## config.mk

```make
export PLATFORM = sky130hd
export DESIGN_NAME = rx_fifo_with_cts_hysteresis_unit
export DESIGN_NICKNAME = d
export VERILOG_FILES = /design/src/rtl/rxfc_pkg.sv /design/src/rtl/rxfc_ram.sv /design/src/rtl/rx_fifo_with_cts_hysteresis_unit.sv
export SDC_FILE = /design/constraint.sdc
export NUM_CORES = 1
export LEC_CHECK = 0
export BUFFER_PORTS_ARGS = -buffer_cell sky130_fd_sc_hd__buf_2
export CORE_UTILIZATION = 50
export DETAILED_ROUTE_END_ITERATION = 16
export PLACE_DENSITY = 0.77
export SKIP_CTS_REPAIR_TIMING = 1
export SLEW_MARGIN = 10
export SYNTH_ARGS = -nofsm -noshare
export SYNTH_HDL_FRONTEND = slang
export SYNTH_SLANG_ARGS = --single-unit
```

## constraint.sdc

```tcl
create_clock -name clk -period 5.1 [get_ports clk]
set_input_delay 1.02 -clock clk [delete_from_list [all_inputs] [get_ports clk]]
set_output_delay 1.02 -clock clk [all_outputs]
set_load 0.01 [all_outputs]
```

## src/rtl/rxfc_pkg.sv

```systemverilog
// ----------------------------------------------------------------------------
// rxfc_pkg
// Shared types, constants and helpers for the receive FIFO with CTS
// hysteresis.
// ----------------------------------------------------------------------------
package rxfc_pkg;

    // Ring geometry
    localparam int DEPTH = 64;
    localparam int PTR_W = $clog2(DEPTH);
    localparam int BYTE_W = 8;
    localparam int THR_W = 7;
    localparam int CNT_W = ((PTR_W + 1) > THR_W) ? (PTR_W + 1) : THR_W;
    localparam logic [THR_W-1:0] THR_RESET = THR_W'(8);

    // Stream payload widths
    localparam int S_TDATA_W = 16;
    localparam int M_TDATA_W = 16;

    // Commands carried in s_axis_tuser
    typedef enum logic {
        CMD_RECEIVE = 1'b0,
        CMD_READ    = 1'b1
    } cmd_t;

    // Result error codes
    typedef enum logic [1:0] {
        ERR_NONE     = 2'd0,
        ERR_LINE     = 2'd1,
        ERR_OVERFLOW = 2'd2
    } err_t;

    // Control states
    typedef enum logic {
        ST_IDLE  = 1'b0,
        ST_RDATA = 1'b1
    } state_t;

    // Next ring position with wrap at DEPTH
    function automatic logic [PTR_W-1:0] ptr_advance(input logic [PTR_W-1:0] pos);
        logic [PTR_W-1:0] nxt;
        if (pos == PTR_W'(DEPTH - 1))
            nxt = '0;
        else
            nxt = pos + PTR_W'(1);
        return nxt;
    endfunction

    // Free slots: (rd - wr) mod DEPTH, where zero counts as DEPTH
    function automatic logic [CNT_W-1:0] free_slots(input logic [PTR_W-1:0] rd,
                                                   input logic [PTR_W-1:0] wr);
        logic [PTR_W:0] f;
        if (rd >= wr)
            f = {1'b0, rd} - {1'b0, wr};
        else
            f = {1'b0, rd} + (PTR_W+1)'(DEPTH) - {1'b0, wr};
        if (f == '0)
            f = (PTR_W+1)'(DEPTH);
        return CNT_W'(f);
    endfunction

endpackage

```

## src/rtl/rxfc_ram.sv

```systemverilog
// ----------------------------------------------------------------------------
// rxfc_ram
// Generic simple dual-port RAM: one write port, one read port with a
// registered read.
// ----------------------------------------------------------------------------
module rxfc_ram #(
    parameter int WIDTH = 8,
    parameter int DEPTH = 64
) (
    input  logic                     clk,
    input  logic                     we,
    input  logic [$clog2(DEPTH)-1:0] waddr,
    input  logic [WIDTH-1:0]         wdata,
    input  logic [$clog2(DEPTH)-1:0] raddr,
    output logic [WIDTH-1:0]         rdata
);

    logic [WIDTH-1:0] mem [DEPTH];
    logic [WIDTH-1:0] rdata_reg;

    // Write port
    always_ff @(posedge clk)
    begin
        if (we)
        begin
            mem[waddr] <= wdata;
        end
    end

    // Registered read port
    always_ff @(posedge clk)
    begin
        rdata_reg <= mem[raddr];
    end

    assign rdata = rdata_reg;

endmodule

```

## src/rtl/rx_fifo_with_cts_hysteresis_unit.sv

```systemverilog
// ----------------------------------------------------------------------------
// rx_fifo_with_cts_hysteresis_unit
// Results are registered. A read that returns a byte passes through ST_RDATA
// for the registered RAM read and holds off the next command meanwhile.
// Throughput: one transaction per cycle while the result stream does not stall.
// Reset (rst_n low, async): ring empty, CTS asserted, not suspended,
// threshold 8. Byte storage is not cleared; no clearing pass is needed.
// ----------------------------------------------------------------------------
module rx_fifo_with_cts_hysteresis_unit
    import rxfc_pkg::*;
(
    input  logic                 clk,
    input  logic                 rst_n,
    // Configuration: congestion_threshold
    input  logic                 cfg_we,
    input  logic [THR_W-1:0]     cfg_wdata,
    // Command stream
    input  logic                 s_axis_tvalid,
    output logic                 s_axis_tready,
    input  logic [S_TDATA_W-1:0] s_axis_tdata,  // [7:0] rx_byte, [8] line_error
    input  logic                 s_axis_tuser,  // [0] command
    // Result stream
    output logic                 m_axis_tvalid,
    input  logic                 m_axis_tready,
    // [0] read_valid, [8:1] read_byte, [10:9] error_code, [11] clear_to_send,
    // [12] data_available, [13] receive_suspended
    output logic [M_TDATA_W-1:0] m_axis_tdata
);

    // State registers
    state_t            state_reg, state_next;
    logic [PTR_W-1:0]  wr_pos_reg, wr_pos_next;
    logic [PTR_W-1:0]  rd_pos_reg, rd_pos_next;
    logic              cts_reg, cts_next;
    logic              susp_reg, susp_next;
    logic [THR_W-1:0]  thr_reg;

    // Output register
    logic              m_valid_reg, m_valid_next;
    logic              rvalid_reg, rvalid_next;
    logic [BYTE_W-1:0] rbyte_reg, rbyte_next;
    err_t              err_reg, err_next;
    logic              cts_out_reg, cts_out_next;
    logic              avail_reg, avail_next;
    logic              susp_out_reg, susp_out_next;

    // Decoded input and helpers
    logic              accept;
    cmd_t              cmd;
    logic [BYTE_W-1:0] rx_byte;
    logic              line_error;
    logic [PTR_W-1:0]  wr_adv;
    logic [PTR_W-1:0]  rd_adv;
    logic              ring_full;
    logic              ring_empty;
    logic [CNT_W-1:0]  free_after_store;
    logic [CNT_W-1:0]  free_after_read;
    logic [CNT_W-1:0]  thr_ext;
    logic              ram_we;
    logic [BYTE_W-1:0] ram_rdata;

    assign accept     = s_axis_tvalid && s_axis_tready;
    assign cmd        = cmd_t'(s_axis_tuser);
    assign rx_byte    = s_axis_tdata[BYTE_W-1:0];
    assign line_error = s_axis_tdata[BYTE_W];

    assign wr_adv           = ptr_advance(wr_pos_reg);
    assign rd_adv           = ptr_advance(rd_pos_reg);
    assign ring_full        = (wr_adv == rd_pos_reg);
    assign ring_empty       = (rd_pos_reg == wr_pos_reg);
    assign free_after_store = free_slots(rd_pos_reg, wr_adv);
    assign free_after_read  = free_slots(rd_adv, wr_pos_reg);
    assign thr_ext          = CNT_W'(thr_reg);

    assign s_axis_tready = (state_reg == ST_IDLE) && (!m_valid_reg || m_axis_tready);

    // Byte storage; read address always follows the read position
    rxfc_ram #(
        .WIDTH (BYTE_W),
        .DEPTH (DEPTH)
    ) u_store (
        .clk   (clk),
        .we    (ram_we),
        .waddr (wr_pos_reg),
        .wdata (rx_byte),
        .raddr (rd_pos_reg),
        .rdata (ram_rdata)
    );

    // Next state and result formation
    always_comb
    begin
        state_next    = state_reg;
        wr_pos_next   = wr_pos_reg;
        rd_pos_next   = rd_pos_reg;
        cts_next      = cts_reg;
        susp_next     = susp_reg;
        m_valid_next  = m_valid_reg;
        rvalid_next   = rvalid_reg;
        rbyte_next    = rbyte_reg;
        err_next      = err_reg;
        cts_out_next  = cts_out_reg;
        avail_next    = avail_reg;
        susp_out_next = susp_out_reg;
        ram_we        = 1'b0;

        case (state_reg)
            ST_IDLE:
            begin
                // Drain the result once taken
                if (m_valid_reg && m_axis_tready)
                begin
                    m_valid_next = 1'b0;
                end
                if (accept)
                begin
                    rvalid_next  = 1'b0;
                    rbyte_next   = '0;
                    err_next     = ERR_NONE;
                    m_valid_next = 1'b1;
                    if (cmd == CMD_RECEIVE)
                    begin
                        if (susp_reg)
                        begin
                            err_next = ERR_OVERFLOW;
                        end
                        else if (line_error)
                        begin
                            err_next = ERR_LINE;
                        end
                        else if (ring_full)
                        begin
                            susp_next = 1'b1;
                            err_next  = ERR_OVERFLOW;
                        end
                        else
                        begin
                            ram_we      = 1'b1;
                            wr_pos_next = wr_adv;
                            if (cts_reg && (free_after_store < thr_ext))
                            begin
                                cts_next = 1'b0;
                            end
                        end
                    end
                    else if (!ring_empty)
                    begin
                        // Read hit: byte arrives from RAM next cycle
                        rvalid_next  = 1'b1;
                        rd_pos_next  = rd_adv;
                        susp_next    = 1'b0;
                        m_valid_next = 1'b0;
                        state_next   = ST_RDATA;
                        if (!cts_reg && (free_after_read >= thr_ext))
                        begin
                            cts_next = 1'b1;
                        end
                    end
                    cts_out_next  = cts_next;
                    susp_out_next = susp_next;
                    avail_next    = (rd_pos_next != wr_pos_next);
                end
            end
            ST_RDATA:
            begin
                rbyte_next   = ram_rdata;
                m_valid_next = 1'b1;
                state_next   = ST_IDLE;
            end
            default:
            begin
                state_next = ST_IDLE;
            end
        endcase
    end

    // Control registers
    always_ff @(posedge clk or negedge rst_n)
    begin
        if (!rst_n)
        begin
            state_reg   <= ST_IDLE;
            wr_pos_reg  <= '0;
            rd_pos_reg  <= '0;
            cts_reg     <= 1'b1;
            susp_reg    <= 1'b0;
            thr_reg     <= THR_RESET;
            m_valid_reg <= 1'b0;
        end
        else
        begin
            state_reg   <= state_next;
            wr_pos_reg  <= wr_pos_next;
            rd_pos_reg  <= rd_pos_next;
            cts_reg     <= cts_next;
            susp_reg    <= susp_next;
            m_valid_reg <= m_valid_next;
            if (cfg_we)
            begin
                thr_reg <= cfg_wdata;
            end
        end
    end

    // Result payload register
    always_ff @(posedge clk)
    begin
        rvalid_reg   <= rvalid_next;
        rbyte_reg    <= rbyte_next;
        err_reg      <= err_next;
        cts_out_reg  <= cts_out_next;
        avail_reg    <= avail_next;
        susp_out_reg <= susp_out_next;
    end

    // Result stream
    assign m_axis_tvalid = m_valid_reg;
    assign m_axis_tdata  = {2'b00, susp_out_reg, avail_reg, cts_out_reg, err_reg,
                            rbyte_reg, rvalid_reg};

endmodule

```

==> results of run 1 <==
area by class of cell:
class	count	share of cell area
Clock buffer	67	0.0564
Clock inverter	29	0.00965
Inverter	25	0.00365
Multi-Input combinational cell	488	0.224
Sequential cell	557	0.644
Tap cell	592	0.0288
Timing Repair Buffer	125	0.0332
cells by family after synthesis:
family / synth area share
buf+inv: 0.0180
fa+ha+maj: 0.0167
mux: 0.171
flops: 0.729
xor+xnor: 0.0112
simple gates: 0.0356
other cells: 0.000165
compound gates: 0.0187
worst max path at each step:
stage                        from           to  depth (start not counted)
floorplan           wr_pos_reg[0]  cts_out_reg                         17
global placement    wr_pos_reg[0]  cts_out_reg                         17
detailed placement  wr_pos_reg[1]  cts_out_reg                         16
CTS                 wr_pos_reg[1]  cts_out_reg                         16
global route        wr_pos_reg[0]  cts_out_reg                         16
finish              wr_pos_reg[0]  cts_out_reg                         17
stage by stage:
stage	utilization	setup WS (ps)
finish	0.577	589
global route	0.577	238
CTS	0.577	644
detailed placement	0.539	658
global placement	0.539	717
floorplan	-	965
Yosys cell counts (4+ instances only):
library cell and count:
and2_1 9, mux4_2 168, a21o_1 11, nand3_1 19, dfxtp_1 8, mux2_2 4
o21ai_0 20, ha_1 27, nor2_1 84, inv_1 23, buf_2 9, nand4_1 5
xor2_1 6, o21a_1 4, edfxtp_1 526, mux2i_1 5, nor2b_1 4, buf_1 9
buf_6 8, nand2b_1 4, xnor2_1 23, clkbuf_1 27, dfrtp_1 21, buf_4 6
nor3_1 7, a21oi_1 16, nand2_1 42
worst max-delay path, delay by kind of cell, from the launching register on:
family | cells | cell delay [ps]
AOI/OAI and AO/OA | 3 | 930
xor gates and xnor gates | 1 | 190
DFF | 1 | 390
adders and majority gates | 4 | 1260
and+or+nand+nor | 8 | 1400
buffers and inverters | 1 | 60
power by group:
part,internal [W],switching [W]
logic,0.00197,0.00219
registers,0.00514,0.000139
clock network,0.00217,0.00165
total,0.00927,0.00399
layer usage:
layer	track usage	vias to the layer above	share of wire
li1	-	4826	-
met1	0.307	5810	0.41
met2	0.333	544	0.48
met3	0.0335	86	0.082
met4	0.0695	0	0.028
met5	0	-	0
==> results.yml, run 1 <==
worst_setup_path:
  cp_cell_sequence: "ha_1, nand3_1, nor3_1, nor2_1, ha_1, inv_1, fa_1, xor2_1, or3b_2, o41ai_1, nand2_1, o311ai_0, ha_1, nand3_1, nor2_1, a2111oi_0, nor2_1"
  cp_max_fo: 8
  reg2reg_setup_slack_ps: 590
  worstReg2RegEnd: "cts_out_reg"
  cp_slowest_cell: "or3b_2"
  max_stage_delay_ps: 460
  endpoint_kind: "flop"
  setup.worst_path.start_class: "flop"
  required_ps: 5440
  rr_worst_depth: 17
  worst-setup-path-type: "flop to flop"
  reg2reg_from: "wr_pos_reg[0]"
  arrival_ps: 4850
finish:
  fillers: 3211
  antenna_cells: 0
  final_cell_area_um2: 25700
  drive_above_1_share: 0.300
  multi_input_area_um2: 5750
  largest_register_ffs: 512
  fin_nets: 1308
  regArea_um2: 16500
  final_cells: 1883
  mostFrequentLayoutCell: "edfxtp_1"
  areaGrowthSynthToFinish_pct: 13.2
  mostFrequentLayoutCells: "edfxtp_1, mux4_2, buf_4, nor2_1, clkbuf_16"
routing:
  drc: 0
  drtIter0Drc: 1149
  via_count: 11266
  viasPerCell: 5.98
  drt_wl_total_um: 47700
  first_pass_iters: 5
  post_drt_wl_per_cell_um: 25.3
  antenna_left: 0
synth:
  yosysWarnings: 0
  async_flop_share: 0.0413
  syn-instance-count: 1128
  syn_avg_cell_area_um2: 20.1
  ys_seq_area_frac: 0.729
  yosysUniqueCellTypes: 54
  synthTopCellsByArea: "edfxtp_1, mux4_2, dfrtp_1"
  netlist.area_leader.share: 0.696
  synth-edff-count: 526
  synthFlopType: "edfxtp_1"
  netlist_area_um2: 22700
  synth-seq-cells: 557
  synth_top_area_cell: "edfxtp_1"
timing:
  setup_violations: 0
  finalCriticalPeriod_ps: 4510
  min_period_over_period: 0.885
  hold_viol: 0
  slew_violations: 0
  rsz0062_at_grt: "no"
  tightest_slew_ps: 1260
  fmax_mhz: 222
  timing.hold.ws_ps: 408
  fin_skew_ps: 24.9
  fin_setup_tns_ps: 0
  relSlewSlack: 0.161
worst_hold_path:
  hold_path.class: "input port to asynchronous set/reset pin"
cts:
  numCtsBuffers: 53
  clockBufferDepth: 3
  cts_root_buf: "clkbuf_16"
  h-tree-depth: 2
  cts_tree: "built"
  clk_latency_ps: 610
  cts.sinks: 557
  clkSlewWorstSetupHoldPaths_ps: 70
run_status:
  status: "complete, no violations"
power:
  p_per_area_nw_per_um2: 516
  power.total_w: 0.0133
  power_leakage_nw: 8.43
  peakVddDrop_mv: 0.446
job:
  drv_cap: 0
floorplanning:
  fp.dieArea_um2: 46200
  die_x_um: 215
  initial_core_util: 0.510
  num_rows: 77
  die_h_um: 215
  core_um2: 44500
  ios: 47
placed_design:
  place_area_um2: 24000
  place_congestion: 0.864
  dp.cells: 1787
  portBuffers: 37
  dp_hpwl_um: 28400
grt:
  grt_pass1_vias: 11294
  grt_max_degree: 66
  antenna_found_initial: 0
  grt_overflow: 0
  grt_pass1_wl_um: 72200
  track_usage: 0.212
No activity file was read; power rests on OpenSTA's default activity.
==> inputs of run 2 (changes only) <==
--- a/config.mk
+++ b/config.mk
@@ -8,6 +8,7 @@
 export BUFFER_PORTS_ARGS = -buffer_cell sky130_fd_sc_hd__buf_2
 export CORE_UTILIZATION = 50
 export DETAILED_ROUTE_END_ITERATION = 16
+export MAX_ROUTING_LAYER = met4
 export PLACE_DENSITY = 0.77
 export SKIP_CTS_REPAIR_TIMING = 1
 export SLEW_MARGIN = 10
==> run 2 against run 1 <==
Net effect: combinational power is essentially flat; critical path depth decreased by 1; global-route usage rose by 0.68 points; via count rose by 0.17%; fmax rose by 1.0%; non-clock buffer count unchanged; clock skew shrank 2.6 ps; count of clock-buffer cells in the layout unchanged; cell area did not move; largest cell class unchanged.
==> results.yml, run 2 (synthesized netlist as in run 1, its figures left out) <==
run_status:
  status: "complete, no violations"
routing:
  first_pass_iters: 5
  drc: 0
  antenna_left: 0
  post_drt_wl_per_cell_um: 25.4
  drt_wl_total_um: 47900
  via_count: 11285
  viasPerCell: 5.99
  drtIter0Drc: 1292
worst_setup_path:
  worst-setup-path-type: "flop to flop"
  required_ps: 5440
  reg2reg_from: "wr_pos_reg[1]"
  cp_max_fo: 8
  worstSetupStartpoint: "wr_pos_reg[1]"
  setup.worst_path.start_class: "flop"
  endpoint_kind: "flop"
  arrival_ps: 4800
cts:
  cts_root_buf: "clkbuf_16"
  clockBufferDepth: 3
  cts_tree: "built"
  clkSlewWorstSetupHoldPaths_ps: 70
  cts.sinks: 557
  h-tree-depth: 2
  numCtsBuffers: 53
  clk_latency_ps: 610
finish:
  areaGrowthSynthToFinish_pct: 13.2
  fin_nets: 1308
  drive_above_1_share: 0.300
  mostFrequentLayoutCells: "edfxtp_1, mux4_2, buf_4, nor2_1, clkbuf_16"
  antenna_cells: 0
  mostFrequentLayoutCell: "edfxtp_1"
  largest_register_ffs: 512
grt:
  antenna_found_initial: 0
  grt_max_degree: 66
  grt_pass1_vias: 11249
  grt_overflow: 0
  grt_pass1_wl_um: 72300
  track_usage: 0.219
timing:
  fmax_mhz: 224
  slew_violations: 0
  finalCriticalPeriod_ps: 4470
  setup_violations: 0
  rsz0062_at_grt: "no"
  fin_setup_tns_ps: 0
  min_period_over_period: 0.876
  fin_skew_ps: 22.3
  tightest_slew_ps: 1240
  timing.hold.ws_ps: 411
  relSlewSlack: 0.176
  hold_viol: 0
floorplanning:
  fp.dieArea_um2: 46200
  core_um2: 44500
  die_h_um: 215
  die_x_um: 215
  initial_core_util: 0.510
  num_rows: 77
  ios: 47
power:
  power_leakage_nw: 8.43
  power.total_w: 0.0133
  p_per_area_nw_per_um2: 517
  peakVddDrop_mv: 0.448
worst_hold_path:
  hold_path.class: "input port to asynchronous set/reset pin"
placed_design:
  dp_hpwl_um: 28400
  place_congestion: 0.882
  portBuffers: 37
job:
  drv_cap: 0
==> run 2: cell counts in the layout (fill, tap and decap cells not counted) <==
Identical to the previous run, type by type.
==> run 2: worst paths after layout <==
kind,endpoint,slack [ps],cells past startpoint
max in group asynchronous,rd_pos_reg[0],4230,1
worst max-delay path,cts_out_reg,630,16
worst min-delay path,susp_reg,410,1
min in group clk,rbyte_reg[4],510,1
worst min register to register,rbyte_reg[4],510,1
worst max register to register,cts_out_reg,630,16
==> run 2: power by group <==
group	leakage [nW]	switching [W]	internal, W
Combinational	2.51	0.00219	0.00197
Clock	0.842	0.00166	0.00217
Sequential	5.08	0.000142	0.00514
==> run 2: metrics by stage <==
step                      area [µm²]  instances  worst slack (ps)  utilization
after floorplan                22700       1129               965            -
after global placement         24000       1787               717        0.539
after detailed placement       24000       1787               658        0.539
after CTS                      25700       1883               644        0.577
after global routing           25700       1883               235        0.577
final                          25700       1883               634        0.577
==> run 2: layout make-up <==
cell class | instances | area [µm²]
multi-input combinational | 488 | 5750
timing repair buffer | 125 | 853
clock buffer | 67 | 1450
inverter | 25 | 93.8
fill | 3211 | 18800
clock inverter | 29 | 248
tap | 592 | 741
sequential | 557 | 16500
==> run 2: worst max-delay path, cell delays in order, from the launching register on <==
cell,delay [ps]
dfrtp_1,360
ha_1,340
nand3_1,290
nor3_1,330
nor2_1,160
ha_1,200
inv_1,90
fa_1,440
or3b_2,490
nor3_1,200
nor2_1,50
o311ai_0,300
ha_1,310
nand3_1,80
nor2_1,40
a2111oi_0,430
nor2_1,80
==> run 2: routing by layer <==
| metal | up-vias | wire [µm] | track usage | share of wire |
|---|---|---|---|---|
| met4 | 0 | 1140 | 0.0608 | 0.024 |
| met1 | 5835 | 19600 | 0.310 | 0.41 |
| li1 | 4821 | - | - | - |
| met5 | - | 0 | - | 0 |
| met3 | 77 | 3750 | 0.0289 | 0.078 |
| met2 | 552 | 23400 | 0.337 | 0.49 |
==> inputs of run 3 (changes only) <==
--- a/config.mk
+++ b/config.mk
@@ -14,4 +14,5 @@
 export SLEW_MARGIN = 10
 export SYNTH_ARGS = -nofsm -noshare
 export SYNTH_HDL_FRONTEND = slang
+export SYNTH_HIERARCHICAL = 1
 export SYNTH_SLANG_ARGS = --single-unit
==> run 3 against run 2 <==
Net effect: setup slack improved by 140 ps; final cell count up 5.7%; register-to-register slack improved by 140 ps; non-clock buffer count down 8; clock power down 5.2%; routed wire length up 2.0%; sequential power hardly changed; clock skew shrank 6.0 ps; hold slack gained 16 ps; utilization is 0.99 points lower; count of clock-buffer cells in the layout rose by 2; highest routed layer unchanged.
==> results.yml, run 3 <==
synth:
  ys_top_cells_by_count: "edfxtp_1, mux4_2, nor2_1"
  async_flop_share: 0.0413
  netlist_area_um2: 23000
  synthFlopType: "edfxtp_1"
  yosysWarnings: 6
  yosysUniqueCellTypes: 63
  syn_avg_cell_area_um2: 18.4
  synth_top_area_cell: "edfxtp_1"
  synthTopCellsByArea: "edfxtp_1, mux4_2, dfrtp_1"
  ys_seq_area_frac: 0.719
  syn-instance-count: 1250
  synth-seq-cells: 557
  netlist.area_leader.share: 0.687
  synth.most_common_cell: "edfxtp_1"
  synth-edff-count: 526
timing:
  rsz0062_at_grt: "no"
  hold_viol: 0
  finalCriticalPeriod_ps: 4330
  slew_violations: 0
  setup_violations: 0
  tightest_slew_ps: 1240
  fin_skew_ps: 16.4
  fmax_mhz: 231
  layout_setup_ws_ps: 771
  relSlewSlack: 0.174
  fin_setup_tns_ps: 0
  min_period_over_period: 0.849
floorplanning:
  die_x_um: 217
  core_um2: 45400
  ios: 47
  fp.dieArea_um2: 46900
  die_h_um: 217
  num_rows: 78
  initial_core_util: 0.507
cts:
  numCtsBuffers: 53
  clkSlewWorstSetupHoldPaths_ps: 60
  cts_tree: "built"
  clockBufferDepth: 3
  h-tree-depth: 2
  clk_latency_ps: 600
  cts_root_buf: "clkbuf_16"
  cts.sinks: 557
grt:
  track_usage: 0.219
  antenna_found_initial: 1
  grt_pass1_wl_um: 73900
  grt_max_degree: 92
  grt_pass1_vias: 12009
  grt_overflow: 0
power:
  power_leakage_nw: 8.39
  p_per_area_nw_per_um2: 500
  peakVddDrop_mv: 0.358
routing:
  drtIter0Drc: 1363
  post_drt_wl_per_cell_um: 24.5
  drt_wl_total_um: 48800
  drc: 0
  first_pass_iters: 5
  via_count: 12115
  antenna_left: 0
  viasPerCell: 6.09
finish:
  fin_nets: 1413
  final_cells: 1990
  drive_above_1_share: 0.242
  fin_util: 0.567
  largest_register_ffs: 512
  areaGrowthSynthToFinish_pct: 11.8
  mostFrequentLayoutCell: "edfxtp_1"
  mostFrequentLayoutCells: "edfxtp_1, mux4_2, nor2_1, buf_4, clkbuf_16"
  antenna_cells: 0
worst_hold_path:
  hold_path.class: "input port to asynchronous set/reset pin"
worst_setup_path:
  setup.worst_path.start_class: "flop"
  arrival_ps: 4640
  cp_max_fo: 7
  reg2reg_setup_slack_ps: 770
  worstReg2RegEnd: "cts_out_reg"
  rr_worst_depth: 18
  required_ps: 5410
  reg2reg_from: "rd_pos_reg[0]"
  endpoint_kind: "flop"
  worst-setup-path-type: "flop to flop"
placed_design:
  place_congestion: 0.898
  portBuffers: 37
  dp.cells: 1900
  preCtsSetupSlack_ps: 796
  dp_hpwl_um: 29600
run_status:
  status: "complete, no violations"
job:
  drv_cap: 0
run 3: cell types whose count changed after synthesis, moves of 6 or more:
cell / before / now
mux4_2: 168 / 126
o221ai_1: 0 / 8
a21o_1: 11 / 5
o22ai_1: 1 / 10
mux2i_1: 5 / 29
nor2b_1: 4 / 20
a221oi_1: 0 / 6
buf_4: 6 / 20
nand2b_1: 4 / 10
nor2_1: 84 / 98
mux2_2: 4 / 18
nand2_1: 42 / 49
nor3_1: 7 / 15
run 3: layout make-up:
type | instances | area [µm²]
Tap cell | 600 | 751
Clock buffer | 69 | 1430
Clock inverter | 21 | 148
Inverter | 26 | 100
Sequential cell | 557 | 16500
Fill cell | 3269 | 19700
Multi-Input combinational cell | 600 | 5950
Timing Repair Buffer | 117 | 803
run 3: worst max path at each step:
stage	startpoint	end	slack [ps]	depth (start not counted)
3_5_place_dp	rd_pos_reg[0]	cts_out_reg	800	18
6_report	rd_pos_reg[0]	cts_out_reg	770	18
5_1_grt	rd_pos_reg[0]	cts_out_reg	360	18
2_1_floorplan	rd_pos_reg[1]	cts_out_reg	1300	19
4_1_cts	rd_pos_reg[0]	cts_out_reg	810	18
3_3_place_gp	rd_pos_reg[0]	cts_out_reg	830	18
run 3: metal layers:
metal	wire length (µm)	up-vias	global-route usage
met5	0	-	-
met2	23300	634	0.336
met1	20100	6184	0.304
li1	-	5212	-
met4	1210	0	0.0629
met3	4230	85	0.0369
run 3: logic make-up (layout without fill, tap and decap cells):
kind of cell             after synthesis  count (layout)  synth area share
flip-flops                           557             557             0.719
buffers and inverters                 94             233            0.0227
XOR/XNOR                              27              27            0.0103
adder cells (fa/ha/maj)               29              29            0.0164
AO/OA/AOI/OAI                        120             120            0.0362
AND/OR/NAND/NOR                      249             249            0.0508
multiplexers                         173             173             0.145
other                                  1               2          0.000163
run 3: where the power goes:
part | switching [W] | internal [W]
registers | 0.000165 | 0.00514
clock network | 0.00158 | 0.00205
logic | 0.00223 | 0.00170
total | 0.00397 | 0.00889
run 3: per-stage QoR:
step                total power, W  hold slack, ps  cell area, µm²
finish                      0.0129             427           25700
global route                0.0135             447           25700
CTS                         0.0129             423           25700
detailed placement         0.00929             495           24100
global placement           0.00920             500           24100
floorplan                  0.00831             488           23000
run 3: critical path, cell delays in order (launching register included):
cell	delay [ps]
dfrtp_4	530
ha_1	310
nand2_1	100
o21a_1	140
inv_1	60
ha_1	210
fa_1	400
nor2b_1	140
o21ai_0	100
a21boi_0	310
nor2_1	140
o41ai_1	250
nand2_1	90
o211ai_1	110
ha_1	270
nand2_1	80
a211oi_1	40
a2111oi_0	650
nor3_1	140
